## config.mk

```make
export PLATFORM = sky130hd
export DESIGN_NAME = keypad_scan_multitap_entry
export DESIGN_NICKNAME = d
export VERILOG_FILES = /design/src/hw/rtl/kse_pkg.sv /design/src/hw/rtl/keypad_scan_multitap_entry.sv /design/src/hw/rtl/kse_cfg.sv /design/src/hw/rtl/kse_step.sv
export SDC_FILE = /design/constraint.sdc
export NUM_CORES = 1
export LEC_CHECK = 0
export BUFFER_PORTS_ARGS = -buffer_cell sky130_fd_sc_hd__buf_4
export CORE_UTILIZATION = 45
export DETAILED_ROUTE_END_ITERATION = 8
export GPL_TIMING_DRIVEN = 0
export SLEW_MARGIN = 20
export SYNTH_ARGS = -nofsm -noshare
export SYNTH_HDL_FRONTEND = slang
export SYNTH_SLANG_ARGS = --single-unit
export TNS_END_PERCENT = 100
```

## constraint.sdc

```tcl
create_clock -name clk_i -period 3.84 [get_ports clk_i]
set_clock_uncertainty 0.1 [all_clocks]
set_input_delay 0.576 -clock clk_i [delete_from_list [all_inputs] [get_ports clk_i]]
set_output_delay 0.576 -clock clk_i [all_outputs]
set_load 0.02 [all_outputs]
```

## src/hw/rtl/kse_pkg.sv

```systemverilog
// Types, constants and key tables shared by the keypad scanner modules.
`timescale 1ns / 1ps

package kse_pkg;

  localparam int unsigned CFG_IDX_W  = 8;
  localparam int unsigned CFG_DATA_W = 16;

  localparam logic [CFG_IDX_W-1:0] REG_DEBOUNCE_TICKS = 8'd0;
  localparam logic [CFG_IDX_W-1:0] REG_TIMEOUT_TICKS  = 8'd1;

  localparam logic [7:0]  DEBOUNCE_RESET = 8'd9;
  localparam logic [15:0] TIMEOUT_RESET  = 16'd500;

  localparam logic [3:0] LAST_KEY = 4'd11;
  localparam logic [2:0] LAST_TAP = 3'd4;

  typedef enum logic [2:0] {
    PH_SCAN0    = 3'd0,
    PH_SCAN1    = 3'd1,
    PH_SCAN2    = 3'd2,
    PH_PRESS_DB = 3'd3,
    PH_WAIT_REL = 3'd4,
    PH_REL_DB   = 3'd5,
    PH_ACT      = 3'd6
  } phase_e;

  typedef struct packed {
    logic [3:0] row_lines;
    logic       tick;
  } in_word_t;

  typedef struct packed {
    logic [2:0] column_drive;
    logic [1:0] char_count;
    logic [7:0] first_char;
    logic [7:0] second_char;
  } out_word_t;

  typedef struct packed {
    logic [7:0]  debounce_ticks;
    logic [15:0] multitap_timeout_ticks;
  } cfg_t;

  typedef struct packed {
    phase_e      scan_phase;
    logic [1:0]  current_column;
    logic [3:0]  detected_key;
    logic        detected_valid;
    logic [3:0]  pending_key;
    logic        pending_valid;
    logic [2:0]  tap_index;
    logic        timeout_armed;
    logic [7:0]  debounce_count;
    logic [15:0] idle_count;
  } state_t;

  localparam logic [7:0] GLYPH_TAB [12][5] = '{
    '{8'h30, 8'h20, 8'h30, 8'h20, 8'h30},
    '{8'h31, 8'h31, 8'h31, 8'h31, 8'h31},
    '{8'h32, 8'h41, 8'h42, 8'h43, 8'h43},
    '{8'h33, 8'h44, 8'h45, 8'h46, 8'h46},
    '{8'h34, 8'h47, 8'h48, 8'h49, 8'h49},
    '{8'h35, 8'h4A, 8'h4B, 8'h4C, 8'h4C},
    '{8'h36, 8'h4D, 8'h4E, 8'h4F, 8'h4F},
    '{8'h37, 8'h50, 8'h51, 8'h52, 8'h53},
    '{8'h38, 8'h54, 8'h55, 8'h56, 8'h56},
    '{8'h39, 8'h57, 8'h58, 8'h59, 8'h5A},
    '{8'h2A, 8'h2A, 8'h2A, 8'h2A, 8'h2A},
    '{8'h23, 8'h23, 8'h23, 8'h23, 8'h23}
  };

  localparam logic [3:0] KEY_TAB [4][3] = '{
    '{4'd1,  4'd2, 4'd3},
    '{4'd4,  4'd5, 4'd6},
    '{4'd7,  4'd8, 4'd9},
    '{4'd10, 4'd0, 4'd11}
  };

  function automatic logic [7:0] glyph(logic [3:0] key, logic [2:0] tap);
    logic [2:0] t;
    t = (tap > LAST_TAP) ? LAST_TAP : tap;
    if (key > LAST_KEY) begin
      return 8'h00;
    end
    return GLYPH_TAB[key][t];
  endfunction

  function automatic logic [2:0] letter_count(logic [3:0] key);
    logic [2:0] m;
    case (key)
      4'd0:       m = 3'd2;
      4'd1:       m = 3'd1;
      4'd7, 4'd9: m = 3'd5;
      4'd10:      m = 3'd1;
      4'd11:      m = 3'd1;
      4'd2, 4'd3, 4'd4, 4'd5, 4'd6, 4'd8: m = 3'd4;
      default:    m = 3'd1;
    endcase
    return m;
  endfunction

  function automatic logic [2:0] tap_advance(logic [2:0] tap, logic [2:0] m);
    logic [3:0] t;
    logic [3:0] r;
    t = {1'b0, tap} + 4'd1;
    case (m)
      3'd2:    r = {3'b000, t[0]};
      3'd4:    r = {2'b00, t[1:0]};
      3'd5:    r = (t >= 4'd5) ? (t - 4'd5) : t;
      default: r = 4'd0;
    endcase
    return r[2:0];
  endfunction

endpackage

```

## src/hw/rtl/keypad_scan_multitap_entry.sv

```systemverilog
// Top level of the 3 by 4 keypad scanner with multi-tap text entry.
//
//   channel | direction | handshake                 | word
//   in      | in        | in_valid_i / in_ready_o   | in_data_i   (row_lines, tick)
//   out     | out       | out_valid_o / out_ready_i | out_data_o  (column, chars)
//   cfg     | in        | cfg_valid_i / cfg_ready_o | cfg_index_i, cfg_data_i
//
// The path runs through the input register, one step of next-state logic and the result register.
// One word per cycle is sustained while the result is taken; the step logic is a single combinational pass.
// Reset clears the scan state and loads debounce 9 and timeout 500 ticks.
// A stalled result holds the step; the input register keeps one word while it waits.
`timescale 1ns / 1ps

module keypad_scan_multitap_entry (
  input  logic                            clk_i,
  input  logic                            rst_ni,
  input  logic                            in_valid_i,
  output logic                            in_ready_o,
  input  kse_pkg::in_word_t               in_data_i,
  output logic                            out_valid_o,
  input  logic                            out_ready_i,
  output kse_pkg::out_word_t              out_data_o,
  input  logic                            cfg_valid_i,
  output logic                            cfg_ready_o,
  input  logic [kse_pkg::CFG_IDX_W-1:0]   cfg_index_i,
  input  logic [kse_pkg::CFG_DATA_W-1:0]  cfg_data_i
);

  kse_pkg::cfg_t      cfg;
  kse_pkg::in_word_t  in_word_q;
  logic               in_vld_q;
  kse_pkg::out_word_t out_word_q;
  kse_pkg::out_word_t out_word_d;
  logic               out_vld_q;
  kse_pkg::state_t    state_q;
  kse_pkg::state_t    state_d;
  logic               advance;

  kse_cfg u_cfg (
    .clk_i       (clk_i),
    .rst_ni      (rst_ni),
    .cfg_valid_i (cfg_valid_i),
    .cfg_index_i (cfg_index_i),
    .cfg_data_i  (cfg_data_i),
    .cfg_o       (cfg)
  );

  kse_step u_step (
    .state_i (state_q),
    .word_i  (in_word_q),
    .cfg_i   (cfg),
    .state_o (state_d),
    .word_o  (out_word_d)
  );

  assign cfg_ready_o = 1'b1;
  assign advance     = in_vld_q && (!out_vld_q || out_ready_i);
  assign in_ready_o  = !in_vld_q || advance;

  always_ff @(posedge clk_i or negedge rst_ni) begin
    if (!rst_ni) begin
      in_vld_q  <= 1'b0;
      out_vld_q <= 1'b0;
      state_q   <= '{scan_phase: kse_pkg::PH_SCAN0, default: '0};
    end else begin
      if (in_ready_o) in_vld_q <= in_valid_i;
      if (advance) begin
        out_vld_q <= 1'b1;
        state_q   <= state_d;
      end else if (out_ready_i) begin
        out_vld_q <= 1'b0;
      end
    end
  end

  always_ff @(posedge clk_i) begin
    if (in_ready_o && in_valid_i) in_word_q <= in_data_i;
    if (advance) out_word_q <= out_word_d;
  end

  assign out_valid_o = out_vld_q;
  assign out_data_o  = out_word_q;

endmodule

```

## src/hw/rtl/kse_cfg.sv

```systemverilog
// Configuration registers for debounce length and multi-tap timeout.
`timescale 1ns / 1ps

module kse_cfg (
  input  logic                            clk_i,
  input  logic                            rst_ni,
  input  logic                            cfg_valid_i,
  input  logic [kse_pkg::CFG_IDX_W-1:0]   cfg_index_i,
  input  logic [kse_pkg::CFG_DATA_W-1:0]  cfg_data_i,
  output kse_pkg::cfg_t                   cfg_o
);

  kse_pkg::cfg_t cfg_q;

  always_ff @(posedge clk_i or negedge rst_ni) begin
    if (!rst_ni) begin
      cfg_q.debounce_ticks         <= kse_pkg::DEBOUNCE_RESET;
      cfg_q.multitap_timeout_ticks <= kse_pkg::TIMEOUT_RESET;
    end else if (cfg_valid_i) begin
      if (cfg_index_i == kse_pkg::REG_DEBOUNCE_TICKS) begin
        cfg_q.debounce_ticks <= cfg_data_i[7:0];
      end
      if (cfg_index_i == kse_pkg::REG_TIMEOUT_TICKS) begin
        cfg_q.multitap_timeout_ticks <= cfg_data_i[15:0];
      end
    end
  end

  assign cfg_o = cfg_q;

endmodule

```

## src/hw/rtl/kse_step.sv

```systemverilog
// Next-state and result logic for one scan step.
`timescale 1ns / 1ps

module kse_step (
  input  kse_pkg::state_t    state_i,
  input  kse_pkg::in_word_t  word_i,
  input  kse_pkg::cfg_t      cfg_i,
  output kse_pkg::state_t    state_o,
  output kse_pkg::out_word_t word_o
);

  kse_pkg::state_t s;
  logic [1:0]      n;
  logic [7:0]      c0;
  logic [7:0]      c1;
  logic [7:0]      g;
  logic [1:0]      row;
  logic            start;

  always_comb begin
    s     = state_i;
    n     = 2'd0;
    c0    = 8'h00;
    c1    = 8'h00;
    g     = 8'h00;
    row   = 2'd3;
    start = 1'b0;

    if (word_i.tick) begin
      if (s.debounce_count != 8'hFF) s.debounce_count = s.debounce_count + 8'd1;
      if (s.idle_count != 16'hFFFF) s.idle_count = s.idle_count + 16'd1;
    end

    case (s.scan_phase)
      kse_pkg::PH_SCAN0, kse_pkg::PH_SCAN1, kse_pkg::PH_SCAN2: begin
        if (s.timeout_armed && (s.idle_count >= cfg_i.multitap_timeout_ticks)) begin
          if (s.pending_valid) begin
            c0 = kse_pkg::glyph(s.pending_key, s.tap_index);
            n  = 2'd1;
          end
          s.pending_valid  = 1'b0;
          s.pending_key    = 4'd0;
          s.tap_index      = 3'd0;
          s.timeout_armed  = 1'b0;
          s.scan_phase     = kse_pkg::PH_SCAN0;
          s.current_column = 2'd0;
        end else if (word_i.row_lines != 4'hF) begin
          s.debounce_count = 8'd0;
          s.scan_phase     = kse_pkg::PH_PRESS_DB;
        end else begin
          case (s.scan_phase)
            kse_pkg::PH_SCAN0: begin
              s.scan_phase     = kse_pkg::PH_SCAN1;
              s.current_column = 2'd1;
            end
            kse_pkg::PH_SCAN1: begin
              s.scan_phase     = kse_pkg::PH_SCAN2;
              s.current_column = 2'd2;
            end
            default: begin
              s.scan_phase     = kse_pkg::PH_SCAN0;
              s.current_column = 2'd0;
            end
          endcase
        end
      end
      kse_pkg::PH_PRESS_DB: begin
        if (s.debounce_count >= cfg_i.debounce_ticks) begin
          if (!word_i.row_lines[0])      row = 2'd0;
          else if (!word_i.row_lines[1]) row = 2'd1;
          else if (!word_i.row_lines[2]) row = 2'd2;
          else                           row = 2'd3;
          if ((word_i.row_lines != 4'hF) && (s.current_column != 2'd3)) begin
            s.detected_key   = kse_pkg::KEY_TAB[row][s.current_column];
            s.detected_valid = 1'b1;
          end else begin
            s.detected_key   = 4'd0;
            s.detected_valid = 1'b0;
          end
          s.scan_phase = kse_pkg::PH_WAIT_REL;
        end
      end
      kse_pkg::PH_WAIT_REL: begin
        if (word_i.row_lines == 4'hF) begin
          s.debounce_count = 8'd0;
          s.scan_phase     = kse_pkg::PH_REL_DB;
        end
      end
      kse_pkg::PH_REL_DB: begin
        if (s.debounce_count >= cfg_i.debounce_ticks) s.scan_phase = kse_pkg::PH_ACT;
      end
      kse_pkg::PH_ACT: begin
        if (s.detected_valid) begin
          if (s.pending_valid && (s.pending_key != s.detected_key)) begin
            c0    = kse_pkg::glyph(s.pending_key, s.tap_index);
            n     = 2'd1;
            start = 1'b1;
          end else if (!s.pending_valid) begin
            start = 1'b1;
          end else if (kse_pkg::letter_count(s.pending_key) > 3'd1) begin
            s.tap_index     = kse_pkg::tap_advance(s.tap_index,
                                                   kse_pkg::letter_count(s.pending_key));
            s.idle_count    = 16'd0;
            s.timeout_armed = 1'b1;
          end else begin
            c0              = kse_pkg::glyph(s.pending_key, 3'd0);
            n               = 2'd1;
            s.pending_valid = 1'b0;
            s.pending_key   = 4'd0;
            s.tap_index     = 3'd0;
            s.timeout_armed = 1'b0;
          end
          if (start) begin
            s.pending_key   = s.detected_key;
            s.pending_valid = 1'b1;
            s.tap_index     = 3'd0;
            s.idle_count    = 16'd0;
            s.timeout_armed = 1'b1;
            if (kse_pkg::letter_count(s.detected_key) == 3'd1) begin
              g = kse_pkg::glyph(s.detected_key, 3'd0);
              if (n == 2'd0) c0 = g;
              else           c1 = g;
              n               = n + 2'd1;
              s.pending_valid = 1'b0;
              s.pending_key   = 4'd0;
              s.tap_index     = 3'd0;
              s.timeout_armed = 1'b0;
            end
          end
        end
        s.scan_phase     = kse_pkg::PH_SCAN0;
        s.current_column = 2'd0;
      end
      default: begin
        s.scan_phase     = kse_pkg::PH_SCAN0;
        s.current_column = 2'd0;
      end
    endcase

    case (s.current_column)
      2'd0:    word_o.column_drive = 3'b110;
      2'd1:    word_o.column_drive = 3'b101;
      2'd2:    word_o.column_drive = 3'b011;
      default: word_o.column_drive = 3'b111;
    endcase
    word_o.char_count  = n;
    word_o.first_char  = c0;
    word_o.second_char = c1;
    state_o            = s;
  end

endmodule

```

Word-level counts from Yosys, hierarchy flattened:

Memory sizes are Yosys's and may differ from the RTL's.
Cells that the tools add are included.

* bits in registers: 95
* bits in read-only memories: 1424
* bits of input ports: 34
* output and inout port bits: 24
* memories: 5

Memory list
* (no name shown): words 16, width 40, rd ports 1, clocked after Yosys merged registers in 0, write ports 0, RTL line kse_pkg.sv:86 `return GLYPH_TAB[key][t];`
* (no name shown): words 16, width 40, rd ports 1, clocked after Yosys merged registers in 0, write ports 0, RTL line kse_pkg.sv:86
* (no name shown): words 16, width 3, rd ports 1, clocked after Yosys merged registers in 0, write ports 0, RTL line kse_pkg.sv:91 `case (key)`
* (no name shown): words 16, width 3, rd ports 1, clocked after Yosys merged registers in 0, write ports 0, RTL line kse_pkg.sv:91
* (no name shown): words 16, width 3, rd ports 1, clocked after Yosys merged registers in 0, write ports 0, RTL line kse_pkg.sv:91

* add/subtract/negate cells: 5
* magnitude comparators: 12
* equal/unequal tests: 27
* muxes and demuxes: 116
* bitwise logic cells: 9
* reductions and logical operators: 25

Operators by type and width (number)
* 2-to-1 mux 8 bit: 21
* 2-to-1 mux 40 bit: 4
* 2-to-1 mux 16 bit: 7
* 2-to-1 mux 3 bit: 18
* 2-to-1 mux 9 bit: 6
* one-hot mux 8 bit (2 select lines): 2
* 2-to-1 mux 1 bit: 26
* 2-to-1 mux 2 bit: 13
* binary-select mux 12 bit (select 2 bit): 1
* binary-select mux 8 bit (select 3 bit): 1
* 2-to-1 mux 12 bit: 2
* 2-to-1 mux 24 bit: 1
* one-hot mux 3 bit (3 select lines): 2
* one-hot mux 9 bit (2 select lines): 1
* adder 16 x 1 -> 16 bit (second input constant): 1
* >= comparator 16 bit: 1
* inequality test 16 bit (second input constant): 1
* == test 3 bit (second input constant): 5
* 2-to-1 mux 5 bit: 3
* 2-to-1 mux 4 bit: 3
* one-hot mux 3 bit (4 select lines): 1
* >= comparator 5 bit (second input constant): 2
* inverter 4 -> 5 bit: 2
* == test 3 x 2 -> 1 bit (second input constant): 3
* other kinds (44): 67

Logic depth before layout (Yosys ltp):

* word-level depth: 20
* mapped depth: 16

Cells and area by module:

From an unflattened synthesis, not the netlist that was laid out.

* cell total of the unflattened synthesis: 649
* area, all modules: 6722.7 µm²

Modules (own cells, without submodules)
* kse_step: times used 1, cells an instance 467, area each 3083.0 µm²
* keypad_scan_multitap_entry: times used 1, cells an instance 127, area each 2648.8 µm²
* kse_cfg: times used 1, cells an instance 55, area each 991.0 µm²

Least setup slack after synthesis:

No wires, ideal clock.

* path kind: reg2reg
* start: register state_q[6] (netlist name)
* end: register out_word_q (netlist bit out_data_o[19]), data pin
* setup time: 0.266 ns
* data arrival time: 3.001 ns
* required time: 3.474 ns
* path slack: 0.473 ns
* stages on the path, launching flop included: 15
* buffers on the path: 0
* cells stage by stage: dfrtp_1 and4_4 nand4_4 nor3_4 and3_1 o211ai_1 o21a_1 ha_1 nand4_1 nor2_1 o21ai_0 o21ai_2 a221oi_1 o21ai_0 or3b_1

RTL lines
* start: declaration: RTL line keypad_scan_multitap_entry.sv:35 `kse_pkg::state_t state_q;`
* start signal: assignment: RTL line keypad_scan_multitap_entry.sv:69 `state_q <= state_d;`
* end signal: assignment: RTL line keypad_scan_multitap_entry.sv:78 `if (advance) out_word_q <= out_word_d;`
* end: declaration: RTL line keypad_scan_multitap_entry.sv:32 `kse_pkg::out_word_t out_word_q;`

Worst setup path after layout:

* start: register state_q[5] (netlist name)
* end: register state_q[16] (netlist name)

* longest elaborated chain between the ends: 7
* elaborated cells on any way between the ends: 8
* classes of those cells: add/sub: 1; order compare: 1; eq/ne: 1; mux: 4; reduce/logical: 1

RTL lines
* adder 16 x 1 -> 16 bit / inequality test 16 bit (equally long branches): RTL line kse_step.sv:31 `if (s.idle_count != 16'hFFFF) s.idle_count = s.idle_count + 16'd1;`
* 2-to-1 mux 16 bit: RTL line kse_step.sv:31
* 2-to-1 mux 24 bit *: RTL line kse_step.sv:29 `if (word_i.tick) begin`
* >= comparator 16 bit *: RTL line kse_step.sv:36 `if (s.timeout_armed && (s.idle_count >= cfg_i.multitap_timeout_ticks)) begin`
* logical AND 1 bit *: RTL line kse_step.sv:36
* 2-to-1 mux 8 bit *: RTL line kse_step.sv:36
* one-hot mux 8 bit (2 select lines) *: RTL line kse_step.sv:34 `case (s.scan_phase)`

Mark *: on every way between the ends. The rest lies on a longest branch, timed or not.
A chain may end at the register's enable or synchronous reset.

==> impl_metrics.env <==
export IMPL_outcome="completed"
export IMPL_h_tree_depth=3
export IMPL_clock_latency_ns=0.35
export IMPL_antenna_found_initial=0
export IMPL_yosysWarnings=0
export IMPL_grt_pass1_wl_mm=24.6
export IMPL_cts_tree="yes"
export IMPL_post_route_period_util_pct=96.0
export IMPL_grt_max_degree=70
export IMPL_n_antenna_cell=0
export IMPL_maxSlewViolCount=0
export IMPL_clkPwrFrac_pct=31.9
export IMPL_vdd_drop_max_mv=0.296
export IMPL_critPathRequiredTime_ns=3.98
export IMPL_seq_power_share_pct=40.4
export IMPL_antenna_left=0
export IMPL_start_util_pct=46.6
export IMPL_setup_violations=0
export IMPL_path_cells="buf_6 -> and4_4 -> nand4_4 -> o31ai_4 -> buf_4 -> buf_4 -> nand2_1 -> nand2_1 -> ha_1 -> o211ai_1 -> a21oi_2 -> a2111oi_4 -> o21ai_4 -> buf_4 -> a211oi_4 -> nor3_4 -> a22o_1"
export IMPL_cts_sinks=92
export IMPL_fmax_mhz=271
export IMPL_drive_gt1_share_pct=23.2
export IMPL_syn_to_final_growth_pct=17.5
export IMPL_fp_dieH_um=120
export IMPL_min_period_ns=3.68
export IMPL_wl_per_cell_um=16.0
export IMPL_dp_cells=888
export IMPL_path_common_cell="buf_4"
export IMPL_synth_area_per_cell_um2=9.49
export IMPL_drt_iter0_markers=403
export IMPL_hp_class="in -> async"
export IMPL_place_hpwl_mm=10.9
export IMPL_rows=42
export IMPL_fin_ws_ns=0.155
export IMPL_gp_congestion=0.857
export IMPL_io_buffers=53
export IMPL_worstSetupStartpointType="register"
export IMPL_place_ws_ns=-0.0753
export IMPL_cts_root_buf="clkbuf_16"
export IMPL_firstDrtPassIters=5
export IMPL_final_nets=808
export IMPL_die_x_um=120
export IMPL_drv_cap=0
export IMPL_cts_buffers=9
export IMPL_totalWireLength_mm=14.6
export IMPL_p_sw_uw=903
export IMPL_switching_share_pct=30.9
export IMPL_die_area_mm2=0.0143
export IMPL_pwr_density_cell_mw_per_mm2=400
export IMPL_drc_errors=0
export IMPL_p_leak_uw=0.00315
export IMPL_synthesis_area_mm2=0.00622
export IMPL_p_int_uw=2020
export IMPL_crit_fanout=9
export IMPL_netlist_cell_type_count=89
export IMPL_slowest_stage="dfrtp_1"
export IMPL_worst_slew_pin_slew_ns=0.912
export IMPL_grt_pass1_vias=5067
export IMPL_whs_ns=0.262
export IMPL_finalCoreUtilization_pct=54.8
export IMPL_cp_end_kind="register"
export IMPL_synth_main_ff_cell="dfrtp_1"
export IMPL_arrival_ns=3.82
export IMPL_clk_pin_slew_worst_paths_ns=0.06
export IMPL_drt_vias_per_instance=5.62
export IMPL_worstSetupPathType="reg -> reg"
export IMPL_critPathMaxStageDelay_ns=0.34
export IMPL_ys_ff_latch=92
export IMPL_clockBufferDepth=2
export IMPL_cts_hold_buffers_added=0
export IMPL_synthCells=656
export IMPL_yosysSeqAreaShare_pct=39.0
export IMPL_core_area_mm2=0.0133
export IMPL_num_vias=5135
export IMPL_hold_viol_final=0
export IMPL_io_pins=58
export IMPL_async_flop_share_pct=75.0
export IMPL_synth_enable_flop_cells=23
export IMPL_stdcell_count=914
export IMPL_grt_ovfl_total=0
export IMPL_pwr_share_comb_pct=27.8
export IMPL_max_slew_margin_pct=39.2
export IMPL_power_uw=2920
export IMPL_grt_usage_pct=21.6
==> area by class of cell <==
type / count / area [um^2]
fill: 1225 / 6040
multi-input combinational: 487 / 3470
sequential: 92 / 2430
timing repair buffer: 63 / 473
buffer: 37 / 243
clock buffer: 11 / 233
tap: 176 / 220
inverter: 43 / 161
clock inverter: 5 / 76.3
==> power by group through the flow <==
stage	Combinational [uW]	Clock, uW	Sequential, uW
floorplan	497	0	1200
global placement	695	0	1190
detailed placement	715	0	1190
CTS	750	957	1180
global route	897	985	1190
finish	811	930	1180
==> registers in the layout, summed over array words and instances (netlist names) <==
signal	count
in_vld_q	1
in_word_q	5
out_data_o	18
out_valid_o	1
state_q	43
u_cfg.cfg_o	24
==> cell usage in the layout, fill, tap and decap left out, types with 8 or more instances in the layout <==
cell type | synthesis | layout
buf_4 | 5 | 68
nor2_1 | 61 | 59
dfrtp_1 | 61 | 58
nand2_1 | 49 | 49
inv_1 | 41 | 41
ha_1 | 41 | 40
o21ai_0 | 40 | 37
a21oi_1 | 32 | 31
edfxtp_1 | 23 | 23
mux2_2 | 21 | 21
xnor2_1 | 20 | 20
nand3_1 | 18 | 18
a22o_1 | 18 | 18
nand4_1 | 14 | 14
clkbuf_1 | 13 | 14
nor3_1 | 15 | 14
buf_2 | 9 | 9
a31oi_1 | 9 | 9
o31ai_1 | 9 | 9
clkbuf_16 | 0 | 9
xor2_1 | 8 | 8
o21ai_1 | 5 | 8
nand2b_1 | 8 | 8
dfstp_2 | 8 | 8
==> stage by stage <==
step	instance area (um^2)	setup TNS (ns)
2_1_floorplan	6230	0
3_3_place_gp	6850	-0.00884
3_5_place_dp	6850	-0.140
4_1_cts	7190	0
5_1_grt	7310	-0.0452
6_report	7310	0
==> metal layers <==
metal  global-route usage, %  up-vias  share of wire [%]
met4                    9.06        0                1.9
met1                    29.8     2449                 47
met3                    4.13       21                4.6
li1                        -     2532                  -
met5                       0        -                  0
met2                    33.1      133                 46
==> cells by family after synthesis <==
group / share of synthesized area [%]
simple gates: 17.4
compound gates: 20.3
flops: 39.0
buf+inv: 6.47
xor+xnor: 3.94
fa+ha+maj: 8.43
mux: 4.36
other cells: 0.121
==> worst max-delay path: cells and delay by family (launching register included) <==
kind                       cells  cell delay, ns
buffers and inverters          4            0.58
adders and majority gates      1            0.23
AOI/OAI and AO/OA              7            1.64
DFF                            1            0.34
and+or+nand+nor                5            0.67
==> timing repair <==
item / CTS / global route
buffers inserted: 3 / 7
endpoints found under the setup margin: 5 / 26
resized for setup: 2 / 16
pin swaps: 3 / 11
==> worst paths after layout <==
check	start	end	slack [ns]	cells after the start
max reg2reg	state_q[5]	state_q[16]	0.16	17
min reg2reg	u_cfg.cfg_o[13]	u_cfg.cfg_o[13]	0.41	1
max in group asynchronous	rst_ni	state_q[6]	2.73	1
min	rst_ni	u_cfg.cfg_o[17]	0.26	1
min in group clk_i	in_data_i[4]	in_word_q[4]	0.31	1
max	state_q[5]	state_q[16]	0.16	17
==> Yosys cell counts, types with 7 or more instances <==
master	n	area share [%]
edfxtp_1	23	11
nor3_1	15	1.2
nor2_1	61	3.7
dfstp_2	8	3.4
nand2b_1	8	0.80
nand3_1	18	1.4
clkbuf_1	13	0.78
inv_1	41	2.5
o21ai_0	40	3.2
a31oi_1	9	0.90
o31ai_1	9	1.1
a22o_1	18	2.5
mux2_2	21	3.8
a211oi_1	7	0.84
nand4_1	14	1.4
xnor2_1	20	2.8
xor2_1	8	1.1
buf_2	9	0.72
nand2_1	49	3.0
a21oi_1	32	2.6
ha_1	41	8.2
dfrtp_1	61	25
o22ai_1	7	0.70
Note: power is estimated with default switching activity, not from simulation.
